`config.mk`:
```
export PLATFORM = sky130hd
export DESIGN_NAME = midi_serial_to_usb_packet
export DESIGN_NICKNAME = d
export VERILOG_FILES = /design/src/rtl/msu_pkg.sv /design/src/rtl/msu_parser.sv /design/src/rtl/msu_skid.sv /design/src/rtl/midi_serial_to_usb_packet.sv
export SDC_FILE = /design/constraint.sdc
export NUM_CORES = 1
export LEC_CHECK = 0
export BUFFER_PORTS_ARGS = -buffer_cell sky130_fd_sc_hd__buf_2
export CORE_MARGIN = 3
export CORE_UTILIZATION = 57
export DETAILED_ROUTE_END_ITERATION = 16
export PLACE_DENSITY = 0.76
export SKIP_LAST_GASP = 1
export SLEW_MARGIN = 20
export SYNTH_ARGS = -nofsm -noshare
export SYNTH_HDL_FRONTEND = slang
export SYNTH_HIERARCHICAL = 1
export SYNTH_SLANG_ARGS = --single-unit
export TNS_END_PERCENT = 100
```
`constraint.sdc`:
```
create_clock -name clk_i -period 4.98 [get_ports clk_i]
set_input_delay 0.498 -clock clk_i [delete_from_list [all_inputs] [get_ports clk_i]]
set_output_delay 0.498 -clock clk_i [all_outputs]
set_load 0.05 [all_outputs]
```
`src/rtl/msu_pkg.sv`:
```
`timescale 1ns / 1ps
// ----------------------------------------------------------------------------
// MIDI-to-USB packet package
// Shared types, constants and status decode tables for the MIDI serial byte
// to USB-MIDI event packet converter.
// ----------------------------------------------------------------------------
package msu_pkg;

  localparam int unsigned CableWidth = 4;
  localparam int unsigned TdataInWidth = 8;
  localparam int unsigned TdataOutWidth = 32;

  localparam logic [7:0] SysexStart = 8'hF0;
  localparam logic [7:0] SysexEnd   = 8'hF7;

  localparam logic [1:0] CountFull = 2'd2;

  // Packed so that the header sits in the lowest bits of the output beat.
  typedef struct packed {
    logic [6:0] data_second;
    logic [6:0] data_first;
    logic [7:0] status_byte;
    logic [7:0] packet_header;
  } packet_t;

  localparam int unsigned PacketWidth = $bits(packet_t);

  // Number of data bytes that follow a given status byte.
  function automatic logic [1:0] expected_len(input logic [7:0] s);
    logic [1:0] len;
    case (s[7:4])
      4'h8, 4'h9, 4'hA, 4'hB, 4'hE: len = 2'd2;
      4'hC, 4'hD:                   len = 2'd1;
      default: begin
        case (s[3:0])
          4'h1, 4'h3:                             len = 2'd1;
          4'h6, 4'h7, 4'h8, 4'hA, 4'hB, 4'hC,
          4'hE, 4'hF:                             len = 2'd0;
          default:                                len = 2'd2;
        endcase
      end
    endcase
    return len;
  endfunction

  // USB-MIDI code index number for a status byte.
  function automatic logic [3:0] code_index(input logic [7:0] s);
    logic [3:0] cin;
    if (s[7:4] >= 4'h8 && s[7:4] <= 4'hE) begin
      cin = s[7:4];
    end else begin
      case (s[3:0])
        4'h1, 4'h3: cin = 4'h2;
        4'h2:       cin = 4'h3;
        4'h6:       cin = 4'h5;
        default:    cin = 4'hF;
      endcase
    end
    return cin;
  endfunction

endpackage

```
`src/rtl/msu_parser.sv`:
```
`timescale 1ns / 1ps
// ----------------------------------------------------------------------------
// MIDI byte parser
// Tracks running status and data count, and builds a packet when a message
// completes. State updates on every accepted byte.
// ----------------------------------------------------------------------------
module msu_parser import msu_pkg::*; (
  input  logic                  clk_i,
  input  logic                  rst_ni,
  input  logic                  cfg_we_i,
  input  logic [CableWidth-1:0] cfg_wdata_i,
  input  logic                  byte_valid_i,
  input  logic [7:0]            byte_i,
  output logic                  pkt_valid_o,
  output packet_t               pkt_o
);

  logic [CableWidth-1:0] cable_q;
  logic [7:0]            status_q, status_d;
  logic                  seen_q, seen_d;
  logic [1:0]            count_q, count_d;
  logic [6:0]            held_q, held_d;

  logic [7:0] cur_status;
  logic [1:0] len;
  logic [1:0] count_inc;
  logic       complete;

  always_comb begin
    status_d  = status_q;
    seen_d    = seen_q;
    count_d   = count_q;
    held_d    = held_q;
    complete  = 1'b0;
    count_inc = count_q + 2'd1;
    cur_status = byte_i[7] ? byte_i : status_q;
    len       = expected_len(cur_status);
    if (byte_valid_i) begin
      if (byte_i[7]) begin
        status_d = byte_i;
        seen_d   = 1'b1;
        count_d  = 2'd0;
        complete = (len == 2'd0);
      end else if (seen_q && count_q != CountFull) begin
        if (count_q == 2'd0) begin
          held_d = byte_i[6:0];
        end
        count_d = count_inc;
        if (len == count_inc) begin
          complete = 1'b1;
          count_d  = 2'd0;
        end
      end
    end
  end

  // Completions under a SysEx start or end status give no packet.
  assign pkt_valid_o = complete && cur_status != SysexStart && cur_status != SysexEnd;

  always_comb begin
    pkt_o.packet_header = {cable_q, code_index(cur_status)};
    pkt_o.status_byte   = cur_status;
    case (len)
      2'd2: begin
        pkt_o.data_first  = held_q;
        pkt_o.data_second = byte_i[6:0];
      end
      2'd1: begin
        pkt_o.data_first  = byte_i[6:0];
        pkt_o.data_second = 7'd0;
      end
      default: begin
        pkt_o.data_first  = 7'd0;
        pkt_o.data_second = 7'd0;
      end
    endcase
  end

  always_ff @(posedge clk_i or negedge rst_ni) begin
    if (!rst_ni) begin
      cable_q  <= '0;
      status_q <= '0;
      seen_q   <= 1'b0;
      count_q  <= '0;
      held_q   <= '0;
    end else begin
      if (cfg_we_i) begin
        cable_q <= cfg_wdata_i;
      end
      status_q <= status_d;
      seen_q   <= seen_d;
      count_q  <= count_d;
      held_q   <= held_d;
    end
  end

endmodule

```
`src/rtl/msu_skid.sv`:
```
`timescale 1ns / 1ps
// ----------------------------------------------------------------------------
// Packet output buffer
// Output register plus one skid entry, so the parser side keeps taking
// beats while a finished packet waits for the receiver.
// ----------------------------------------------------------------------------
module msu_skid import msu_pkg::*; (
  input  logic    clk_i,
  input  logic    rst_ni,
  input  logic    in_valid_i,
  output logic    in_ready_o,
  input  packet_t in_data_i,
  output logic    out_valid_o,
  input  logic    out_ready_i,
  output packet_t out_data_o
);

  logic    out_valid_q;
  logic    skid_valid_q;
  packet_t out_q;
  packet_t skid_q;

  assign in_ready_o  = !skid_valid_q;
  assign out_valid_o = out_valid_q;
  assign out_data_o  = out_q;

  always_ff @(posedge clk_i or negedge rst_ni) begin
    if (!rst_ni) begin
      out_valid_q  <= 1'b0;
      skid_valid_q <= 1'b0;
    end else if (out_ready_i || !out_valid_q) begin
      if (skid_valid_q) begin
        out_valid_q  <= 1'b1;
        skid_valid_q <= 1'b0;
      end else begin
        out_valid_q <= in_valid_i;
      end
    end else if (in_valid_i) begin
      skid_valid_q <= 1'b1;
    end
  end

  always_ff @(posedge clk_i) begin
    if (out_ready_i || !out_valid_q) begin
      out_q <= skid_valid_q ? skid_q : in_data_i;
    end else if (in_valid_i && !skid_valid_q) begin
      skid_q <= in_data_i;
    end
  end

endmodule

```
`src/rtl/midi_serial_to_usb_packet.sv`:
```
`timescale 1ns / 1ps
// ----------------------------------------------------------------------------
// MIDI serial byte stream to USB-MIDI event packet converter
// Turns received MIDI bytes into four-byte USB-MIDI event packets.
// ----------------------------------------------------------------------------
// Usage:
// The slave stream takes one received MIDI byte per beat. A status byte sets
// the running status and clears the data count; data bytes are collected
// until the message is complete, and then one packet beat leaves on the
// master stream. Running status works: further data bytes reuse the last
// status. SysEx start and end bytes give no packet, data bytes seen before
// any status byte are dropped, and unused packet bytes are zero.
// One byte is accepted every cycle while the skid entry is free. A packet
// reaches the master side through the single output register behind the
// parser logic, or through the skid entry while the receiver stalls.
// The cable number register is written through cfg_we_i / cfg_wdata_i and
// should be changed only while no packet is pending.
// Reset clears the running status, the data count, the cable number and
// empties the output stage. When the receiver stalls, the output beat holds
// and one more packet is caught in a skid entry; once that is full,
// s_axis_tready drops until the receiver takes a beat.
// ----------------------------------------------------------------------------
module midi_serial_to_usb_packet import msu_pkg::*; (
  input  logic                     clk_i,
  input  logic                     rst_ni,
  input  logic                     cfg_we_i,
  input  logic [CableWidth-1:0]    cfg_wdata_i,
  input  logic                     s_axis_tvalid,
  output logic                     s_axis_tready,
  // [7:0] rx_byte
  input  logic [TdataInWidth-1:0]  s_axis_tdata,
  output logic                     m_axis_tvalid,
  input  logic                     m_axis_tready,
  // [7:0] packet_header, [15:8] status_byte, [22:16] data_first,
  // [29:23] data_second, [31:30] zero
  output logic [TdataOutWidth-1:0] m_axis_tdata
);

  logic    byte_accept;
  logic    pkt_valid;
  packet_t pkt;
  packet_t out_pkt;

  // A byte is consumed only when the skid entry has room for its packet.
  assign byte_accept = s_axis_tvalid && s_axis_tready;

  msu_parser u_parser (
    .clk_i        (clk_i),
    .rst_ni       (rst_ni),
    .cfg_we_i     (cfg_we_i),
    .cfg_wdata_i  (cfg_wdata_i),
    .byte_valid_i (byte_accept),
    .byte_i       (s_axis_tdata),
    .pkt_valid_o  (pkt_valid),
    .pkt_o        (pkt)
  );

  msu_skid u_skid (
    .clk_i       (clk_i),
    .rst_ni      (rst_ni),
    .in_valid_i  (pkt_valid),
    .in_ready_o  (s_axis_tready),
    .in_data_i   (pkt),
    .out_valid_o (m_axis_tvalid),
    .out_ready_i (m_axis_tready),
    .out_data_o  (out_pkt)
  );

  // Pad the packet up to whole bytes.
  assign m_axis_tdata = {(TdataOutWidth - PacketWidth)'(0), out_pkt};

endmodule

```
==> metrics <==
PostCTS Resize Cnt 0; antenna violations before repair 0; Pre-antenna DRT Iters 4; number of synthesized flops with an enable pin 60; vias per inst 5.643; status complete, no violations; Remaining Overflow, GRT 0; TNS Setup 0 ns; skew final 0.008606 ns; WHS 0.1187 ns; CTS tree built; top_reg_cell synth edfxtp_1; Clock Path Buffers 2; CTS Hold Buffers Added 0; post-CTS setup buffers 0; Die Y 88.67 um; area delta synth->final 11.08%; Crit. End Element register; Seq/Total Area, Yosys 61.68%; Distinct cells, synth 43; final period utilization 56.56%; Setup crit start s_axis_tdata[7]; crit-path max cell delay 0.39 ns; cells after synthesis 257; Avg Cell Area, Syn 15.16 um^2; Horiz. Die Dim 88.67 um; Initial Utilization 59.97%; Hold Crit Class primary input to asynchronous set/reset pin; worst-path fanout max 25; Final Util 66.62%; Worst R2R End u_skid/skid_q[14]; CP max stage cell buf_2; HPWL Detailed 4386 um; Mapped Area 0.003895 mm^2; final net count 332; clk slew on worst S/H paths 0.08 ns; worst path buffer plus inverter count 2; Worst-Margin Slew 1.007 ns; CTS HTree Levels 3; root buffer cell clkbuf_8; die area 0.007861 mm^2; Clock Latency Late Sink 0.35 ns; Largest delay share family, worst path compound AO/OA/AOI/OAI gates; Total GRT Usage 18.37%; final hold vios 0; maxcap violations 0; cells on worst reg2reg path 8; DR vias 2212; WP data required 5.02 ns; worst ir drop on vdd 0.1922 mV; yosys warns 6; CTS Sinks 84; FF-to-FF setup slack 2.28 ns; first-pass GRT wire length 10830 um; core area 0.006495 mm^2; drt drc 0; f_max 355.1 MHz; diodes inserted 0; initial detailed-routing violation count 143; crit path DAT 2.85 ns; Synth Register Bits 84; startpoint types primary input; fin cells 392; antenna viol nets, final 0; Power per Cell Area 484.2 mW/mm^2; share of cells above drive strength 1 38.73%; row count 29; Slew headroom 32.89%; Post-DP Area 0.004141 mm^2; Final setup viols 0; commonest non-fill, non-tap cell in the layout edfxtp_1; RSZ-0062 raised after global routing no; total leakage power 0.001756 uW; minimum clock period 2.817 ns; Buffers on Ports 48; Setup CP Type primary input to register; mean routed wirelength per cell 16.49 um; GP Congestion 0.8529; pin count of the biggest net entering global routing 34; crit-path cells buf_2, mux2i_2, o21ai_2, a211oi_2, nor2_4, xnor2_1, o41ai_2, nor3b_2, buf_4; FF-to-FF Start u_parser/status_q[2]; Ports 51; Post-Route WL 6464 um; most frequent cells in the layout edfxtp_1 (60), buf_2 (48), mux2_4 (28); CTS buffer count 9; ys async rst share 28.57%; cell depth of the worst setup path 9; post-route cell area 0.004327 mm^2; Post-Place Cells 376; vias in the first global route 2142; Max Slew Vio Count 0; CP Capture Point u_skid/skid_q[14]
[metrics by stage]
stage               setup slack, ns  power (uW)
floorplan                    0.4378        1522
detailed placement            1.885        1653
CTS                           2.216        2108
global route                  2.047        2198
finish                        2.164        2095
global placement              2.004        1634
[worst register-to-register path, delay by kind of cell (launching register included)]
| family | cells | cell delay [ns] |
|---|---|---|
| buf+inv | 1 | 0.29 |
| simple gates | 3 | 0.88 |
| compound gates | 3 | 0.60 |
| xor+xnor | 1 | 0.19 |
| flops | 1 | 0.42 |
[cells in the mapped netlist, types with 2 or more instances]
cell type	instances	area share (%)
o21ai_1	3	0.39
nand2_1	10	0.96
dfrtp_1	24	15
buf_4	2	0.39
mux2_2	20	5.8
nor3_1	2	0.26
nor2b_1	3	0.48
xnor2_1	2	0.45
ha_1	5	1.6
nor2_1	18	1.7
edfxtp_1	60	46
and2_1	10	1.6
nand2b_1	4	0.64
o211ai_1	2	0.39
o21ai_0	9	1.2
buf_6	3	0.87
inv_1	12	1.2
o2bb2ai_1	2	0.45
buf_12	2	1.0
mux2_4	28	11
a22oi_1	7	1.3
buf_8	2	0.77
mux2i_1	3	0.77
nand3b_1	2	0.39
a21oi_1	4	0.51
[per-layer routing]
layer | vias up | track usage (%) | share of wire [%]
li1 | 1045 | - | -
met1 | 1096 | 25.29 | 47
met2 | 59 | 27.80 | 46
met3 | 12 | 3.724 | 3.9
met4 | 0 | 9.203 | 2.5
met5 | - | 0 | 0
[state kept, by name (all words and copies together), names as in the netlist]
name and cells:
u_parser/cable_q 4, u_skid/out_valid_o 1, u_parser/held_q 7, u_parser/seen_q 1, u_parser/count_q 2, u_skid/skid_valid_q 1, u_skid/skid_q 30, u_skid/out_data_o 30
u_parser/status_q 8
[where the power goes]
| group | switching [uW] | internal [uW] | leakage, uW | total, uW |
|---|---|---|---|---|
| Combinational | 459 | 215 | 0.000795 | 674 |
| Sequential | 50.6 | 909 | 0.000874 | 960 |
| Clock | 229 | 232 | 0.0000866 | 461 |
| Total | 739 | 1360 | 0.00176 | 2100 |
[area by class of cell]
class	instances	area, um^2
clock buffer	12	135.1
clock inverter	4	50.05
fill	442	2168
inverter	13	48.80
multi-input combinational	151	1330
sequential	84	2404
tap	77	96.34
timing repair buffer	51	262.8
[how the worst min path moves through the flow]
stage | startpoint | to | slack [ns] | cells past startpoint
after floorplan | rst_ni | u_parser/cable_q[0] | 0.20 | 0
after global placement | u_parser/seen_q | u_parser/seen_q | 0.45 | 1
after detailed placement | u_parser/seen_q | u_parser/seen_q | 0.45 | 1
after CTS | rst_ni | u_parser/cable_q[0] | 0.14 | 1
after global routing | rst_ni | u_parser/cable_q[0] | 0.15 | 1
final | rst_ni | u_parser/cable_q[0] | 0.12 | 1
[kinds of logic after synthesis]
kind of cell,Yosys count,synth area share (%)
AOI/OAI and AO/OA,34,6.521
xor gates and xnor gates,2,0.4498
adders and majority gates,5,1.606
buffers and inverters,23,4.401
DFF,84,61.68
muxes,52,17.70
other,1,0.09628
and+or+nand+nor,56,7.549
(Power assumes the default switching activity.)
